===== config.mk =====
export PLATFORM = sky130hd
export DESIGN_NAME = accelerating_autorepeat_stepper_flat
export DESIGN_NICKNAME = d
export VERILOG_FILES = /design/src/hdl/aas_pkg.sv /design/src/hdl/aas_in_if.sv /design/src/hdl/aas_out_if.sv /design/src/hdl/accelerating_autorepeat_stepper.sv /design/src/hdl/aas_cfg_regs.sv /design/src/hdl/aas_mul_unit.sv /design/src/hdl/aas_ivl_unit.sv /design/src/flat_wrapper.sv
export VERILOG_INCLUDE_DIRS = /design/src /design/src/hdl
export SDC_FILE = /design/constraint.sdc
export NUM_CORES = 2
export LEC_CHECK = 0
export ABC_AREA = 1
export BUFFER_PORTS_ARGS = -buffer_cell sky130_fd_sc_hd__buf_2
export CAP_MARGIN = 20
export CORE_UTILIZATION = 33
export DETAILED_ROUTE_END_ITERATION = 7
export PLACE_DENSITY = 0.59
export SLEW_MARGIN = 20
export SYNTH_ARGS = -nofsm -noshare
export SYNTH_HDL_FRONTEND = slang
export SYNTH_SLANG_ARGS = --single-unit

===== constraint.sdc =====
create_clock -name clk -period 12.7 [get_ports clk]
set_clock_uncertainty 0.05 [all_clocks]
set_input_delay 3.81 -clock clk [delete_from_list [all_inputs] [get_ports clk]]
set_output_delay 3.81 -clock clk [all_outputs]
set_load 0.005 [all_outputs]

===== src/hdl/accelerating_autorepeat_stepper_defines.svh =====
// Assertion helpers for the stepper RTL.
`ifndef ACCELERATING_AUTOREPEAT_STEPPER_DEFINES_SVH
`define ACCELERATING_AUTOREPEAT_STEPPER_DEFINES_SVH

// Same-cycle implication, clocked on clk, off during reset.
`define AAS_ASSERT_SAME(lbl, ante, cons, msg) \
  lbl: assert property (@(posedge clk) disable iff (!rst_n) (ante) |-> (cons)) \
    else $error(msg);

// Next-cycle implication, clocked on clk, off during reset.
`define AAS_ASSERT_NEXT(lbl, ante, cons, msg) \
  lbl: assert property (@(posedge clk) disable iff (!rst_n) (ante) |=> (cons)) \
    else $error(msg);

`endif


===== src/hdl/aas_pkg.sv =====
package aas_pkg;

  // timing constants, ms
  localparam logic [10:0] HOLD_DELAY_MS  = 11'd420;
  localparam logic [10:0] MULT2_MS       = 11'd700;
  localparam logic [10:0] RAMP_MS        = 11'd1200;
  localparam logic [10:0] MULT4_MS       = 11'd1800;
  localparam logic [6:0]  REPEAT_SLOW_MS = 7'd92;
  localparam logic [6:0]  REPEAT_FAST_MS = 7'd36;
  localparam logic [5:0]  EASE_SPAN      = 6'd56;   // slow - fast

  // t = floor((h*65536 + 600) / 1200) = floor((h*4096 + 37) / 75)
  localparam logic [5:0]  RAMP_BIAS      = 6'd37;
  localparam logic [22:0] RECIP_75       = 23'd7158279;  // ceil(2^29 / 75)

  // shared multiplier widths
  localparam int MUL_A_W = 32;
  localparam int MUL_B_W = 23;
  localparam int MUL_P_W = MUL_A_W + MUL_B_W;

  // config port
  localparam int CFG_ADDR_W = 4;
  localparam logic [1:0] REG_MIN_VALUE = 2'd0;
  localparam logic [1:0] REG_MAX_VALUE = 2'd1;
  localparam logic [1:0] REG_STEP_SIZE = 2'd2;
  localparam logic [1:0] REG_ENABLED   = 2'd3;

  typedef struct packed {
    logic signed [15:0] lo;
    logic signed [15:0] hi;
    logic [14:0]        step;
    logic               enabled;
  } cfg_view_t;

  typedef struct packed {
    logic        start;
    logic [10:0] held;
  } ivl_req_t;

  typedef struct packed {
    logic       done;
    logic [6:0] interval;
  } ivl_rsp_t;

  typedef enum logic [3:0] {
    ST_IDLE = 4'b0001,
    ST_SIDE = 4'b0010,
    ST_WAIT = 4'b0100,
    ST_DONE = 4'b1000
  } top_state_t;

  typedef enum logic [4:0] {
    IV_IDLE   = 5'b00001,
    IV_SQUARE = 5'b00010,
    IV_CUBE   = 5'b00100,
    IV_SCALE  = 5'b01000,
    IV_FIN    = 5'b10000
  } ivl_state_t;

endpackage


===== src/hdl/aas_in_if.sv =====
interface aas_in_if;
  logic               valid;
  logic               ready;
  logic [31:0]        now_ms;
  logic               up_pressed;
  logic               down_pressed;
  logic signed [15:0] current_value;

  modport source (output valid, now_ms, up_pressed, down_pressed, current_value,
                  input ready);
  modport sink   (input valid, now_ms, up_pressed, down_pressed, current_value,
                  output ready);
endinterface


===== src/hdl/aas_out_if.sv =====
interface aas_out_if;
  logic               valid;
  logic               ready;
  logic signed [15:0] new_value;
  logic               value_changed;

  modport source (output valid, new_value, value_changed, input ready);
  modport sink   (input valid, new_value, value_changed, output ready);
endinterface


===== src/hdl/accelerating_autorepeat_stepper.sv =====
// Channel  Dir  Handshake      Payload
// in_ch    in   valid/ready    now_ms, up_pressed, down_pressed, current_value
// out_ch   out  valid/ready    new_value, value_changed
// cfg_*    in   APB write/read min_value, max_value, step_size, enabled
//
// Sequence per sample: accept, up side, down side, result; a due repeat with
//   a held time of 1..1199 ms waits on that side for the interval
//   multiplies in the shared multiplier.
// First sample and disabled samples skip both sides: accept, then result.
// Reset: rst_n synchronous, active low; clears timers and button history, restores config defaults.
// Stalls: the result sits in an output register; a new sample is taken while it
//   waits, and the next result holds in the final state until the slot frees.

`include "accelerating_autorepeat_stepper_defines.svh"

module accelerating_autorepeat_stepper #(
  parameter int TIME_WIDTH = 32
) (
  input  logic                           clk,
  input  logic                           rst_n,
  aas_in_if.sink                         in_ch,
  aas_out_if.source                      out_ch,
  input  logic                           cfg_psel,
  input  logic                           cfg_penable,
  input  logic                           cfg_pwrite,
  input  logic [aas_pkg::CFG_ADDR_W-1:0] cfg_paddr,
  input  logic [31:0]                    cfg_pwdata,
  output logic [31:0]                    cfg_prdata,
  output logic                           cfg_pready
);

  localparam logic [TIME_WIDTH-1:0] TIME_ZERO = '0;

  aas_pkg::top_state_t state_r, state_nxt;
  aas_pkg::cfg_view_t  view;
  aas_pkg::ivl_req_t   iv_req;
  aas_pkg::ivl_rsp_t   iv_rsp;

  // sequencing / history
  logic side_r, side_nxt;            // 0: up side, 1: down side
  logic started_r, started_nxt;
  logic up_was_r, up_was_nxt;
  logic down_was_r, down_was_nxt;
  logic [TIME_WIDTH-1:0] up_hold_r, up_hold_nxt;
  logic [TIME_WIDTH-1:0] up_next_r, up_next_nxt;
  logic [TIME_WIDTH-1:0] down_hold_r, down_hold_nxt;
  logic [TIME_WIDTH-1:0] down_next_r, down_next_nxt;

  // sample being worked on
  logic [TIME_WIDTH-1:0] now_r, now_nxt;
  logic                  up_r, up_nxt;
  logic                  down_r, down_nxt;
  logic signed [15:0]    val_r, val_nxt;
  logic                  chg_r, chg_nxt;

  // result slot
  logic               out_valid_r, out_valid_nxt;
  logic signed [15:0] out_value_r, out_value_nxt;
  logic               out_chg_r, out_chg_nxt;

  logic in_rdy, in_acc;

  // current-side view
  logic                  s_pressed, s_was, s_due, s_step, s_first;
  logic [TIME_WIDTH-1:0] s_hold, s_next, s_held;
  logic [1:0]            s_mult;      // 0..3 means x1..x4
  logic [16:0]           s_mag;
  logic signed [18:0]    s_raw;
  logic signed [15:0]    s_val;
  logic signed [15:0]    in_clamped;

  // timer write-back for the current side
  logic                  t_wr;
  logic [TIME_WIDTH-1:0] t_hold, t_next;
  logic                  advance;

  aas_cfg_regs u_cfg (
    .clk     (clk),
    .rst_n   (rst_n),
    .psel    (cfg_psel),
    .penable (cfg_penable),
    .pwrite  (cfg_pwrite),
    .paddr   (cfg_paddr),
    .pwdata  (cfg_pwdata),
    .prdata  (cfg_prdata),
    .pready  (cfg_pready),
    .commit  (in_acc),
    .view    (view)
  );

  aas_ivl_unit u_ivl (
    .clk   (clk),
    .rst_n (rst_n),
    .req   (iv_req),
    .rsp   (iv_rsp)
  );

  assign in_rdy      = (state_r == aas_pkg::ST_IDLE);
  assign in_acc      = in_ch.valid && in_rdy;
  assign in_ch.ready = in_rdy;

  assign out_ch.valid         = out_valid_r;
  assign out_ch.new_value     = out_value_r;
  assign out_ch.value_changed = out_chg_r;

  // incoming value clamped into the (already swapped) range
  assign in_clamped = ($signed(in_ch.current_value) < view.lo) ? view.lo :
                      ($signed(in_ch.current_value) > view.hi) ? view.hi :
                      in_ch.current_value;

  assign s_pressed = side_r ? down_r : up_r;
  assign s_was     = side_r ? down_was_r : up_was_r;
  assign s_hold    = side_r ? down_hold_r : up_hold_r;
  assign s_next    = side_r ? down_next_r : up_next_r;
  assign s_due     = (s_next != TIME_ZERO) && (now_r >= s_next);
  assign s_held    = (now_r >= s_hold) ? (now_r - s_hold) : TIME_ZERO;
  assign s_first   = s_pressed && !s_was;
  assign s_step    = s_pressed && (!s_was || s_due);

  // hold multiplier from held time
  always_comb begin
    if (s_first || (s_held < TIME_WIDTH'(aas_pkg::MULT2_MS))) begin
      s_mult = 2'd0;
    end else if (s_held < TIME_WIDTH'(aas_pkg::RAMP_MS)) begin
      s_mult = 2'd1;
    end else if (s_held < TIME_WIDTH'(aas_pkg::MULT4_MS)) begin
      s_mult = 2'd2;
    end else begin
      s_mult = 2'd3;
    end
  end

  always_comb begin
    case (s_mult)
      2'd0:    s_mag = {2'd0, view.step};
      2'd1:    s_mag = {1'b0, view.step, 1'b0};
      2'd2:    s_mag = {2'd0, view.step} + {1'b0, view.step, 1'b0};
      default: s_mag = {view.step, 2'b00};
    endcase
  end

  // 19-bit signed sum cannot wrap; clamp to range
  assign s_raw = side_r ? (19'(val_r) - $signed({2'b00, s_mag}))
                        : (19'(val_r) + $signed({2'b00, s_mag}));
  assign s_val = (s_raw < 19'(view.lo)) ? view.lo :
                 (s_raw > 19'(view.hi)) ? view.hi : s_raw[15:0];

  always_comb begin
    state_nxt     = state_r;
    side_nxt      = side_r;
    started_nxt   = started_r;
    up_was_nxt    = up_was_r;
    down_was_nxt  = down_was_r;
    up_hold_nxt   = up_hold_r;
    up_next_nxt   = up_next_r;
    down_hold_nxt = down_hold_r;
    down_next_nxt = down_next_r;
    now_nxt       = now_r;
    up_nxt        = up_r;
    down_nxt      = down_r;
    val_nxt       = val_r;
    chg_nxt       = chg_r;
    out_valid_nxt = out_valid_r;
    out_value_nxt = out_value_r;
    out_chg_nxt   = out_chg_r;
    iv_req.start  = 1'b0;
    iv_req.held   = s_held[10:0];
    t_wr          = 1'b0;
    t_hold        = s_hold;
    t_next        = s_next;
    advance       = 1'b0;

    if (out_valid_r && out_ch.ready) begin
      out_valid_nxt = 1'b0;
    end

    unique case (state_r)
      aas_pkg::ST_IDLE: begin
        if (in_acc) begin
          now_nxt  = TIME_WIDTH'(in_ch.now_ms);
          up_nxt   = in_ch.up_pressed;
          down_nxt = in_ch.down_pressed;
          val_nxt  = in_clamped;
          chg_nxt  = 1'b0;
          side_nxt = 1'b0;
          if (!started_r) begin
            state_nxt = aas_pkg::ST_DONE;   // first sample: history only
          end else if (!view.enabled) begin
            up_hold_nxt   = TIME_ZERO;
            up_next_nxt   = TIME_ZERO;
            down_hold_nxt = TIME_ZERO;
            down_next_nxt = TIME_ZERO;
            state_nxt     = aas_pkg::ST_DONE;
          end else begin
            state_nxt = aas_pkg::ST_SIDE;
          end
        end
      end
      aas_pkg::ST_SIDE: begin
        if (s_step) begin
          val_nxt = s_val;
          if (s_val != val_r) begin
            chg_nxt = 1'b1;
          end
        end
        if (!s_pressed) begin
          // released: disarm
          t_wr    = 1'b1;
          t_hold  = TIME_ZERO;
          t_next  = TIME_ZERO;
          advance = 1'b1;
        end else if (!s_was) begin
          // press edge: arm first repeat
          t_wr    = 1'b1;
          t_hold  = now_r;
          t_next  = now_r + TIME_WIDTH'(aas_pkg::HOLD_DELAY_MS);
          advance = 1'b1;
        end else if (s_due) begin
          if (s_held == TIME_ZERO) begin
            t_wr    = 1'b1;
            t_next  = now_r + TIME_WIDTH'(aas_pkg::REPEAT_SLOW_MS);
            advance = 1'b1;
          end else if (s_held >= TIME_WIDTH'(aas_pkg::RAMP_MS)) begin
            t_wr    = 1'b1;
            t_next  = now_r + TIME_WIDTH'(aas_pkg::REPEAT_FAST_MS);
            advance = 1'b1;
          end else begin
            iv_req.start = 1'b1;
            state_nxt    = aas_pkg::ST_WAIT;
          end
        end else begin
          advance = 1'b1;
        end
      end
      aas_pkg::ST_WAIT: begin
        if (iv_rsp.done) begin
          t_wr    = 1'b1;
          t_next  = now_r + TIME_WIDTH'(iv_rsp.interval);
          advance = 1'b1;
        end
      end
      aas_pkg::ST_DONE: begin
        if (!out_valid_r || out_ch.ready) begin
          out_valid_nxt = 1'b1;
          out_value_nxt = val_r;
          out_chg_nxt   = chg_r;
          started_nxt   = 1'b1;
          up_was_nxt    = up_r;
          down_was_nxt  = down_r;
          state_nxt     = aas_pkg::ST_IDLE;
        end
      end
      default: state_nxt = aas_pkg::ST_IDLE;
    endcase

    if (t_wr) begin
      if (side_r) begin
        down_hold_nxt = t_hold;
        down_next_nxt = t_next;
      end else begin
        up_hold_nxt = t_hold;
        up_next_nxt = t_next;
      end
    end

    if (advance) begin
      if (side_r) begin
        state_nxt = aas_pkg::ST_DONE;
      end else begin
        side_nxt  = 1'b1;
        state_nxt = aas_pkg::ST_SIDE;
      end
    end
  end

  always_ff @(posedge clk) begin
    if (!rst_n) begin
      state_r     <= aas_pkg::ST_IDLE;
      side_r      <= 1'b0;
      started_r   <= 1'b0;
      up_was_r    <= 1'b0;
      down_was_r  <= 1'b0;
      up_hold_r   <= '0;
      up_next_r   <= '0;
      down_hold_r <= '0;
      down_next_r <= '0;
      out_valid_r <= 1'b0;
    end else begin
      state_r     <= state_nxt;
      side_r      <= side_nxt;
      started_r   <= started_nxt;
      up_was_r    <= up_was_nxt;
      down_was_r  <= down_was_nxt;
      up_hold_r   <= up_hold_nxt;
      up_next_r   <= up_next_nxt;
      down_hold_r <= down_hold_nxt;
      down_next_r <= down_next_nxt;
      out_valid_r <= out_valid_nxt;
    end
  end

  // payload
  always_ff @(posedge clk) begin
    now_r       <= now_nxt;
    up_r        <= up_nxt;
    down_r      <= down_nxt;
    val_r       <= val_nxt;
    chg_r       <= chg_nxt;
    out_value_r <= out_value_nxt;
    out_chg_r   <= out_chg_nxt;
  end

  `AAS_ASSERT_NEXT(a_busy_after_accept, in_acc, !in_rdy, "sample taken while still busy")
  `AAS_ASSERT_SAME(a_ivl_done_in_wait, iv_rsp.done, state_r == aas_pkg::ST_WAIT, "interval done outside wait")
  `AAS_ASSERT_SAME(a_out_in_range, out_valid_r, ($signed(out_value_r) >= view.lo) && ($signed(out_value_r) <= view.hi), "result outside range")

endmodule


===== src/hdl/aas_cfg_regs.sv =====
module aas_cfg_regs (
  input  logic                           clk,
  input  logic                           rst_n,
  input  logic                           psel,
  input  logic                           penable,
  input  logic                           pwrite,
  input  logic [aas_pkg::CFG_ADDR_W-1:0] paddr,
  input  logic [31:0]                    pwdata,
  output logic [31:0]                    prdata,
  output logic                           pready,
  input  logic                           commit,
  output aas_pkg::cfg_view_t             view
);

  logic [15:0] min_r, max_r;
  logic [14:0] step_r;
  logic        en_r;
  logic        swap;
  logic        wr;

  assign pready = 1'b1;
  assign wr     = psel && penable && pwrite;

  // effective range: reversed bounds are swapped, zero step acts as one
  assign swap         = $signed(max_r) < $signed(min_r);
  assign view.lo      = swap ? max_r : min_r;
  assign view.hi      = swap ? min_r : max_r;
  assign view.step    = (step_r == 15'd0) ? 15'd1 : step_r;
  assign view.enabled = en_r;

  always_ff @(posedge clk) begin
    if (!rst_n) begin
      min_r  <= 16'd0;
      max_r  <= 16'd100;
      step_r <= 15'd1;
      en_r   <= 1'b1;
    end else if (wr) begin
      unique case (paddr[3:2])
        aas_pkg::REG_MIN_VALUE: min_r  <= pwdata[15:0];
        aas_pkg::REG_MAX_VALUE: max_r  <= pwdata[15:0];
        aas_pkg::REG_STEP_SIZE: step_r <= pwdata[14:0];
        aas_pkg::REG_ENABLED:   en_r   <= pwdata[0];
        default: ;
      endcase
    end else if (commit) begin
      // fixups stick in the registers
      min_r  <= view.lo;
      max_r  <= view.hi;
      step_r <= view.step;
    end
  end

  always_comb begin
    unique case (paddr[3:2])
      aas_pkg::REG_MIN_VALUE: prdata = {16'd0, min_r};
      aas_pkg::REG_MAX_VALUE: prdata = {16'd0, max_r};
      aas_pkg::REG_STEP_SIZE: prdata = {17'd0, step_r};
      aas_pkg::REG_ENABLED:   prdata = {31'd0, en_r};
      default:                prdata = 32'd0;
    endcase
  end

endmodule


===== src/hdl/aas_mul_unit.sv =====
module aas_mul_unit (
  input  logic                        clk,
  input  logic                        en,
  input  logic [aas_pkg::MUL_A_W-1:0] a,
  input  logic [aas_pkg::MUL_B_W-1:0] b,
  output logic [aas_pkg::MUL_P_W-1:0] p_r
);

  logic [aas_pkg::MUL_P_W-1:0] p_nxt;

  assign p_nxt = {{aas_pkg::MUL_B_W{1'b0}}, a} * {{aas_pkg::MUL_A_W{1'b0}}, b};

  always_ff @(posedge clk) begin
    if (en) begin
      p_r <= p_nxt;
    end
  end

endmodule


===== src/hdl/aas_ivl_unit.sv =====
// Repeat interval for 0 < held < 1200 ms, ease-out cubic, four multiplies.
module aas_ivl_unit (
  input  logic              clk,
  input  logic              rst_n,
  input  aas_pkg::ivl_req_t req,
  output aas_pkg::ivl_rsp_t rsp
);

  aas_pkg::ivl_state_t state_r, state_nxt;
  logic [16:0] u_r, u_nxt;

  logic                        mul_en;
  logic [aas_pkg::MUL_A_W-1:0] mul_a;
  logic [aas_pkg::MUL_B_W-1:0] mul_b;
  logic [aas_pkg::MUL_P_W-1:0] mul_p;

  logic [22:0] ramp_num;
  logic [16:0] t_q16;
  logic [48:0] cube_rnd;
  logic [22:0] scale_rnd;

  aas_mul_unit u_mul (
    .clk (clk),
    .en  (mul_en),
    .a   (mul_a),
    .b   (mul_b),
    .p_r (mul_p)
  );

  assign ramp_num  = {req.held, 12'd0} + 23'(aas_pkg::RAMP_BIAS);
  assign t_q16     = mul_p[45:29];
  assign cube_rnd  = mul_p[48:0] + 49'h0_8000_0000;
  assign scale_rnd = mul_p[22:0] + 23'h8000;

  assign rsp.done     = (state_r == aas_pkg::IV_FIN);
  assign rsp.interval = aas_pkg::REPEAT_FAST_MS + scale_rnd[22:16];

  always_comb begin
    state_nxt = state_r;
    u_nxt     = u_r;
    mul_en    = 1'b0;
    mul_a     = '0;
    mul_b     = '0;
    unique case (state_r)
      aas_pkg::IV_IDLE: begin
        if (req.start) begin
          mul_en    = 1'b1;
          mul_a     = aas_pkg::MUL_A_W'(ramp_num);
          mul_b     = aas_pkg::RECIP_75;
          state_nxt = aas_pkg::IV_SQUARE;
        end
      end
      aas_pkg::IV_SQUARE: begin
        // u = 1 - t in Q0.16
        u_nxt     = 17'h10000 - t_q16;
        mul_en    = 1'b1;
        mul_a     = aas_pkg::MUL_A_W'(u_nxt);
        mul_b     = aas_pkg::MUL_B_W'(u_nxt);
        state_nxt = aas_pkg::IV_CUBE;
      end
      aas_pkg::IV_CUBE: begin
        mul_en    = 1'b1;
        mul_a     = mul_p[31:0];
        mul_b     = aas_pkg::MUL_B_W'(u_r);
        state_nxt = aas_pkg::IV_SCALE;
      end
      aas_pkg::IV_SCALE: begin
        mul_en    = 1'b1;
        mul_a     = aas_pkg::MUL_A_W'(cube_rnd[48:32]);
        mul_b     = aas_pkg::MUL_B_W'(aas_pkg::EASE_SPAN);
        state_nxt = aas_pkg::IV_FIN;
      end
      aas_pkg::IV_FIN: begin
        state_nxt = aas_pkg::IV_IDLE;
      end
      default: state_nxt = aas_pkg::IV_IDLE;
    endcase
  end

  always_ff @(posedge clk) begin
    if (!rst_n) begin
      state_r <= aas_pkg::IV_IDLE;
    end else begin
      state_r <= state_nxt;
    end
  end

  always_ff @(posedge clk) begin
    u_r <= u_nxt;
  end

endmodule


===== src/flat_wrapper.sv =====
// flat-port wrapper written by rule: the top's interface ports become plain ports
module accelerating_autorepeat_stepper_flat 
#(
  parameter int TIME_WIDTH = 32
)
  (clk, rst_n, cfg_psel, cfg_penable, cfg_pwrite, cfg_paddr, cfg_pwdata, cfg_prdata, cfg_pready, in_ch_valid, in_ch_now_ms, in_ch_up_pressed, in_ch_down_pressed, in_ch_current_value, in_ch_ready, out_ch_valid, out_ch_new_value, out_ch_value_changed, out_ch_ready);
  aas_in_if in_ch_i ();
  aas_out_if out_ch_i ();
  input  logic clk;
  input  logic rst_n;
  input  logic cfg_psel;
  input  logic cfg_penable;
  input  logic cfg_pwrite;
  input  logic [aas_pkg::CFG_ADDR_W-1:0] cfg_paddr;
  input  logic [31:0] cfg_pwdata;
  output logic [31:0] cfg_prdata;
  output logic cfg_pready;
  input wire logic [$bits(in_ch_i.valid)-1:0] in_ch_valid;
  input wire logic [$bits(in_ch_i.now_ms)-1:0] in_ch_now_ms;
  input wire logic [$bits(in_ch_i.up_pressed)-1:0] in_ch_up_pressed;
  input wire logic [$bits(in_ch_i.down_pressed)-1:0] in_ch_down_pressed;
  input wire logic [$bits(in_ch_i.current_value)-1:0] in_ch_current_value;
  output wire logic [$bits(in_ch_i.ready)-1:0] in_ch_ready;
  output wire logic [$bits(out_ch_i.valid)-1:0] out_ch_valid;
  output wire logic [$bits(out_ch_i.new_value)-1:0] out_ch_new_value;
  output wire logic [$bits(out_ch_i.value_changed)-1:0] out_ch_value_changed;
  input wire logic [$bits(out_ch_i.ready)-1:0] out_ch_ready;
  assign in_ch_i.valid = in_ch_valid;
  assign in_ch_i.now_ms = in_ch_now_ms;
  assign in_ch_i.up_pressed = in_ch_up_pressed;
  assign in_ch_i.down_pressed = in_ch_down_pressed;
  assign in_ch_i.current_value = in_ch_current_value;
  assign in_ch_ready = in_ch_i.ready;
  assign out_ch_valid = out_ch_i.valid;
  assign out_ch_new_value = out_ch_i.new_value;
  assign out_ch_value_changed = out_ch_i.value_changed;
  assign out_ch_i.ready = out_ch_ready;
  accelerating_autorepeat_stepper #(.TIME_WIDTH(TIME_WIDTH)) u_core (.clk(clk), .rst_n(rst_n), .in_ch(in_ch_i), .out_ch(out_ch_i), .cfg_psel(cfg_psel), .cfg_penable(cfg_penable), .cfg_pwrite(cfg_pwrite), .cfg_paddr(cfg_paddr), .cfg_pwdata(cfg_pwdata), .cfg_prdata(cfg_prdata), .cfg_pready(cfg_pready));
endmodule

Word-level counts from Yosys, hierarchy flattened
Index checks and enable logic that the tools add are counted.

Bits in latches: 0. Memories kept: 0. Memory bits (read-only): 0. Logic and storage cells: 220. Input port bits: 93. Register bits after elaboration: 324. Bits in writable memories: 0.

Magnitude comparators: 11. Multipliers: 1. Div/mod/pow operators: 0. Shift-type cells: 0. Bitwise gates (word level): 0. Add/sub/neg operators: 13. Reductions and logical operators: 29. Eq/ne operators: 30. Mux-type cells: 112.

Operators by type and width (number): 32-bit two-way mux (36); 32-bit one-hot mux with 4 select lines (2); 16-bit two-way mux (14); 23-bit one-hot mux with 4 select lines (1); 32-bit >= comparator (2); 32-bit by 11-bit less-than comparator with 1-bit output, second input constant (2); 32-bit one-hot mux with 2 select lines (1); 15-bit two-way mux (4); 17-bit one-hot mux with 3 select lines (1); 49-bit by 32-bit adder with 49-bit output, second input constant (1); 32-bit by 23-bit multiplier with 49-bit output (1); 23-bit two-way mux (2); 4-bit two-way mux (11); 32-bit by 6-bit adder with 32-bit output, second input constant (1); 32-bit by 7-bit adder with 32-bit output (1); 32-bit by 7-bit adder with 32-bit output, second input constant (1); 32-bit by 9-bit adder with 32-bit output, second input constant (1); 32-bit by 11-bit >= comparator with 1-bit output, second input constant (1); 32-bit logical NOT (1); 16-bit less-than comparator (2); 32-bit by 10-bit less-than comparator with 1-bit output, second input constant (1); 16-bit one-hot mux with 2 select lines (1); 32-bit nonzero test (1); 32-bit subtractor (1); other kinds (45) (106).

Longest topological paths before layout
Word-level depth: 18. Gate-level depth with buffers: 81. Depth with buffers taken out: 77.

Cells and area by module
A second synthesis with hierarchy kept.

Cells, all modules: 8007. Area, all modules: 54917.7 um^2.

By module, submodules not included: aas_mul_unit (instances 1, cells an instance 3633, area an instance 27383.8 um^2, seq. area each 1651.6 um^2); accelerating_autorepeat_stepper (instances 1, cells an instance 3363, area an instance 21358.0 um^2, seq. area each 4784.6 um^2); aas_cfg_regs (instances 1, cells an instance 568, area an instance 3613.5 um^2, seq. area each 960.9 um^2); aas_ivl_unit (instances 1, cells an instance 443, area an instance 2562.5 um^2, seq. area each 610.6 um^2).

Worst setup path before layout
Ideal clock, no wire load.

Path type: register to register. From: register u_core.side_r. To: register u_core.u_ivl.u_mul.p_r[45] (netlist bit), data pin. Arrival time: 11082 ps. Setup slack: 1306 ps. Clock period less this slack: 11394 ps. Library setup time: 262 ps. Path buffers: 7. Stages on the path, launching flop included: 60. Path through: dfxtp_1 > clkbuf_1 > clkbuf_1 > buf_1 > clkbuf_1 > nand2_1 > nand2_1 > ha_1 > inv_1 > fa_1 > nand3_1 > nand3_1 > nand2_1 > nand2_2 > nand2_1 > nand3_1 > nand2_1 > nand2_2 > [24 not listed] > inv_1 > fa_1 > inv_1 > fa_1 > inv_1 > ha_1 > nand2_1 > o21ai_0 > a21oi_1 > o21bai_1 > a21boi_0 > o21ai_0 > a21oi_1 > o21ai_0 > a21boi_0 > o21ai_0 > a21oi_1 > xor2_1.

Word-level cells in the longest chain between the ends: 13.

Ends and longest elaborated chain: from (decl) (line accelerating_autorepeat_stepper.sv:40) `logic side_r, side_nxt;`; from (signal assigned) (line accelerating_autorepeat_stepper.sv:290) `side_r <= side_nxt;`; 32-bit two-way mux (line accelerating_autorepeat_stepper.sv:113) `assign s_hold = side_r ? down_hold_r : up_hold_r;`; 32-bit subtractor or 32-bit >= comparator (tied branches) (line accelerating_autorepeat_stepper.sv:116) `assign s_held = (now_r >= s_hold) ? (now_r - s_hold) : TIME_ZERO;`; 32-bit two-way mux (line accelerating_autorepeat_stepper.sv:116); 32-bit by 11-bit >= comparator with 1-bit output (line accelerating_autorepeat_stepper.sv:223) `end else if (s_held >= TIME_WIDTH'(aas_pkg::RAMP_MS)) begin`; 1-bit two-way mux (line accelerating_autorepeat_stepper.sv:223); 1-bit two-way mux (line accelerating_autorepeat_stepper.sv:219) `if (s_held == TIME_ZERO) begin`; 1-bit two-way mux (line accelerating_autorepeat_stepper.sv:218) `end else if (s_due) begin`; 1-bit two-way mux (line accelerating_autorepeat_stepper.sv:212) `end else if (!s_was) begin`; 1-bit two-way mux (line accelerating_autorepeat_stepper.sv:206) `if (!s_pressed) begin`; 1-bit two-way mux (line accelerating_autorepeat_stepper.sv:177) `unique case (state_r)`; 23-bit two-way mux (line aas_ivl_unit.sv:46) `if (req.start) begin`; 32-bit one-hot mux with 4 select lines or 23-bit one-hot mux with 4 select lines (tied branches) (line aas_ivl_unit.sv:44) `unique case (state_r)`; 32-bit by 23-bit multiplier with 49-bit output * (line aas_mul_unit.sv:11) `assign p_nxt = {{aas_pkg::MUL_B_W{1'b0}}, a} * {{aas_pkg::MUL_A_W{1'b0}}, b};`; net u_core.u_ivl.u_mul.p_nxt, one bit (line aas_mul_unit.sv:9) `logic [aas_pkg::MUL_P_W-1:0] p_nxt;`; to (signal assigned) (line aas_mul_unit.sv:15) `p_r <= p_nxt;`; to (decl) (line aas_mul_unit.sv:6) `output logic [aas_pkg::MUL_P_W-1:0] p_r`.

The timed path passes the listed nets; every way through them passes the cells marked *. A chain may end at the register's enable or synchronous reset.

Worst setup path after layout
From: register u_core.side_r. To: register u_core.u_ivl.u_mul.p_r[44] (netlist bit), data pin.

The elaborated chain is that of the path after synthesis.

==> results.md <==
* Status: completed
* Syn-to-layout area delta at 8.495%
* Clk slew on worst S/H paths at 70 ps
* Final nets at 7893
* Die Area at 149700 µm²
* Routed vias at 44.42k
* DR DRC count at 0
* CP Launch Type: register
* RSZ-0062 raised after global routing: false
* Max-cap viol count at 0
* Initial Util at 0.3342
* Max incr delay on CP at 570 ps
* Setup crit end kind: register
* DR vias/cell at 5.039
* Antenna Violating Nets Remaining at 0
* Seq. cell area at 7831 µm²
* CTS tree: built
* Post-place instance area at 51610 µm²
* Final Cell Area at 53040 µm²
* Hold Path Class: reg -> reg
* Hold path startpoint: u_core.chg_r
* Async set-reset flop share out of synthesis at 0
* Final WL at 161800 µm
* Syn Area/Cell at 7.151 µm²
* Rows at 140
* Largest net degree at the start of global routing at 81
* TritonCTS Buffers at 38
* Tmin final at 12080 ps
* Cell taking the most area after synthesis: fa_1
* Final period utilization at 0.9510
* Fillers at 15.58k
* Top-area cell type share of the netlist area at 0.2289
* Final Hold Vio Count at 0
* Clock root buffer: clkbuf_16
* First-pass GRT wire length at 252100 µm
* CTS sink cnt at 324
* Cts hold-fix bufs at 0
* Top cells by area, synth: fa_1, nand2_1, inv_1
* Maximum fanout along the worst path at 29
* # H-tree levels at 2
* Synth warnings at 0
* Multi-input gate area at 34530 µm²
* Max_slew headroom at 0.2943
* Clock Latency Late Sink at 600 ps
* GR Util All Layers at 0.2131
* I/O Buffers at 109
* R2R Path Start: u_core.side_r
* DR iter-0 viols at 3430
* Share of cells above drive strength 1 at 0.05727
* Static Leakage at 25.60 nW
* Sequential area share after synthesis at 0.1601
* Initial antenna violation count at 0
* Yosys cell types at 63
* Die Span Y at 386.9 µm
* Post-DP HPWL at 126600 µm
* WP data required at 12970 ps
* Vias in the first global route at 43.80k
* CP most frequent cell: fa_1
* Maximum vdd drop at 0.2282 mV
* Core box area at 146300 µm²
* I/O pin count at 145
* CTS max path bufs at 3
* Synthesized area at 48880 µm²
* First-pass detailed-route iteration total at 6
* DIE WIDTH at 386.9 µm
* Placer congestion estimate at 0.9635
* Fmax at 0.08280 GHz
* Drt wl/cell at 18.35 µm
* Number of synthesized flops with an enable pin at 134
* Final Slew Violations at 0
* Worst path arrival time at 12350 ps
* Slew of the pin with the lowest slew margin at 1052 ps
* Cells after synthesis at 6836
* CP Class: reg -> reg
* Top_reg_cell synth: dfxtp_1
* Number of synthesized register bits at 324
* Crit path from: u_core.side_r
* TNS Setup at 0 ps
* GRT overflow at 0
* Final setup viols at 0
* PwrDens at 132.5 nW/µm²
* Critical-path top delay cell: fa_1
[where the power goes]
| group | internal (mW) | leakage (nW) | total (mW) | switching [mW] |
|---|---|---|---|---|
| logic | 1.44 | 22.2 | 4.45 | 3.01 |
| clock network | 0.716 | 0.653 | 1.22 | 0.501 |
| registers | 1.23 | 2.74 | 1.36 | 0.121 |
| total | 3.40 | 25.6 | 7.02 | 3.63 |
[timing repair]
| item | in CTS | in global routing |
|---|---|---|
| setup endpoints to repair | 0 | 12 |
| buffers inserted | 0 | 5 |
| endpoints found under the hold margin | 0 | 0 |
| gates resized for setup | 0 | 13 |
[placed cells by master, fill, tap and decap left out, drive strengths merged, types with 4 or more instances in the layout]
cell type     n
nand2      1639
inv        1467
fa          559
nor2        508
a21oi       379
ha          374
nand3       345
o21ai       292
buf         215
dfxtp       190
xor2        143
edfxtp      134
nand4        63
o211ai       55
nor3         55
a31oi        54
clkbuf       50
conb         48
mux2i        40
xnor2        31
or2          28
o22ai        26
nand3b       25
o21a         23
clkinv       22
o221ai       18
nor4         16
o21bai       14
a211oi       13
a22oi        12
o31ai         7
a21o          7
a221oi        7
bufinv        6
a21boi        6
o2111ai       5
and2          4
[critical path, delay by kind of cell (launching register included)]
kind                       cells  cell delay, ps
buffers and inverters         11            1500
AOI/OAI and AO/OA              8            2150
and+or+nand+nor               19            2650
DFF                            1             500
adders and majority gates      9            4410
muxes                          1             360
xor gates and xnor gates       1             150
[cell usage after synthesis (5+ instances only)]
| master | n |
|---|---|
| o21ai_0 | 282 |
| nand3_1 | 342 |
| a31oi_1 | 54 |
| or2_2 | 28 |
| inv_2 | 15 |
| xnor2_1 | 31 |
| nor3_1 | 54 |
| nor2_2 | 8 |
| o21a_1 | 23 |
| buf_6 | 9 |
| nand2_1 | 1619 |
| o21ai_1 | 5 |
| a21oi_2 | 5 |
| mux2i_1 | 40 |
| nand2_2 | 18 |
| nand4_1 | 63 |
| o31ai_1 | 7 |
| buf_2 | 37 |
| o221ai_1 | 18 |
| o211ai_1 | 55 |
| nor2_1 | 495 |
| o22ai_1 | 26 |
| o21bai_1 | 14 |
| clkinv_1 | 9 |
| a22oi_1 | 12 |
| inv_1 | 1453 |
| buf_1 | 15 |
| ha_1 | 374 |
| nand3b_1 | 25 |
| a221oi_1 | 7 |
| dfxtp_1 | 190 |
| edfxtp_1 | 134 |
| a21boi_0 | 6 |
| a21o_1 | 7 |
| clkbuf_1 | 173 |
| buf_4 | 36 |
| nor4_1 | 16 |
| a211oi_1 | 13 |
| xor2_1 | 143 |
| fa_1 | 559 |
| a21oi_1 | 374 |
[worst paths after layout]
kind / end / slack, ps / depth (start not counted)
min: u_core.out_ch.value_changed / 370 / 0
max: u_core.u_ivl.u_mul.p_r[44] / 620 / 49
min reg2reg: u_core.out_ch.value_changed / 370 / 0
max reg2reg: u_core.u_ivl.u_mul.p_r[44] / 620 / 49
[routing by layer]
layer,share of wire,track usage,up-vias,wire length (µm)
met5,0,0,-,0
met4,0.032,0.06708,0,5136
met3,0.061,0.02323,258,9931
met2,0.47,0.3581,1479,75680
met1,0.44,0.2855,21440,71020
li1,-,-,21240,-
[kinds of logic (layout without fill, tap and decap cells)]
family / count (synthesis) / in the layout / share of synthesized area
muxes: 40 / 40 / 0.008190
AOI/OAI and AO/OA: 927 / 927 / 0.1088
DFF: 324 / 324 / 0.1601
adders and majority gates: 933 / 933 / 0.3246
xor gates and xnor gates: 174 / 174 / 0.03117
other: 2 / 49 / 0.0001536
buffers and inverters: 1748 / 1763 / 0.1393
and+or+nand+nor: 2688 / 2688 / 0.2276
[through the flow]
stage	setup WS [ps]	power (mW)	hold slack [ps]	util	cells
2_1_floorplan	1306	4.538	350.3	-	6882
3_3_place_gp	212.3	5.663	354.3	0.3528	8739
3_5_place_dp	115.3	5.739	356.6	0.3528	8739
4_1_cts	27.33	6.982	370.4	0.3621	8809
5_1_grt	88.55	7.644	370.8	0.3626	8814
6_report	622.7	7.025	368.0	0.3626	8815
[state kept, by name (all words and copies together) (netlist names), 4 cells and up]
register / count
u_core.u_ivl.u_mul.p_r: 49
u_core.down_hold_r: 32
u_core.down_next_r: 32
u_core.now_r: 32
u_core.up_hold_r: 32
u_core.up_next_r: 32
u_core.u_ivl.u_r: 17
u_core.out_ch.new_value: 16
u_core.u_cfg.max_r: 16
u_core.u_cfg.min_r: 16
u_core.val_r: 16
u_core.u_cfg.step_r: 15
u_core.u_ivl.state_r: 5
u_core.state_r: 4
[final cells by class]
| cell class | count | share of cell area |
|---|---|---|
| repair buffers | 215 | 0.02576 |
| multi-input cells | 4810 | 0.6511 |
| inverters | 1478 | 0.1048 |
| clock buffers | 50 | 0.01998 |
| diodes | 1 | 0.00004718 |
| flip-flops and latches | 324 | 0.1477 |
| clock inverters | 20 | 0.005426 |
| well taps | 1917 | 0.04522 |
Power figures use the tool's default switching activity.
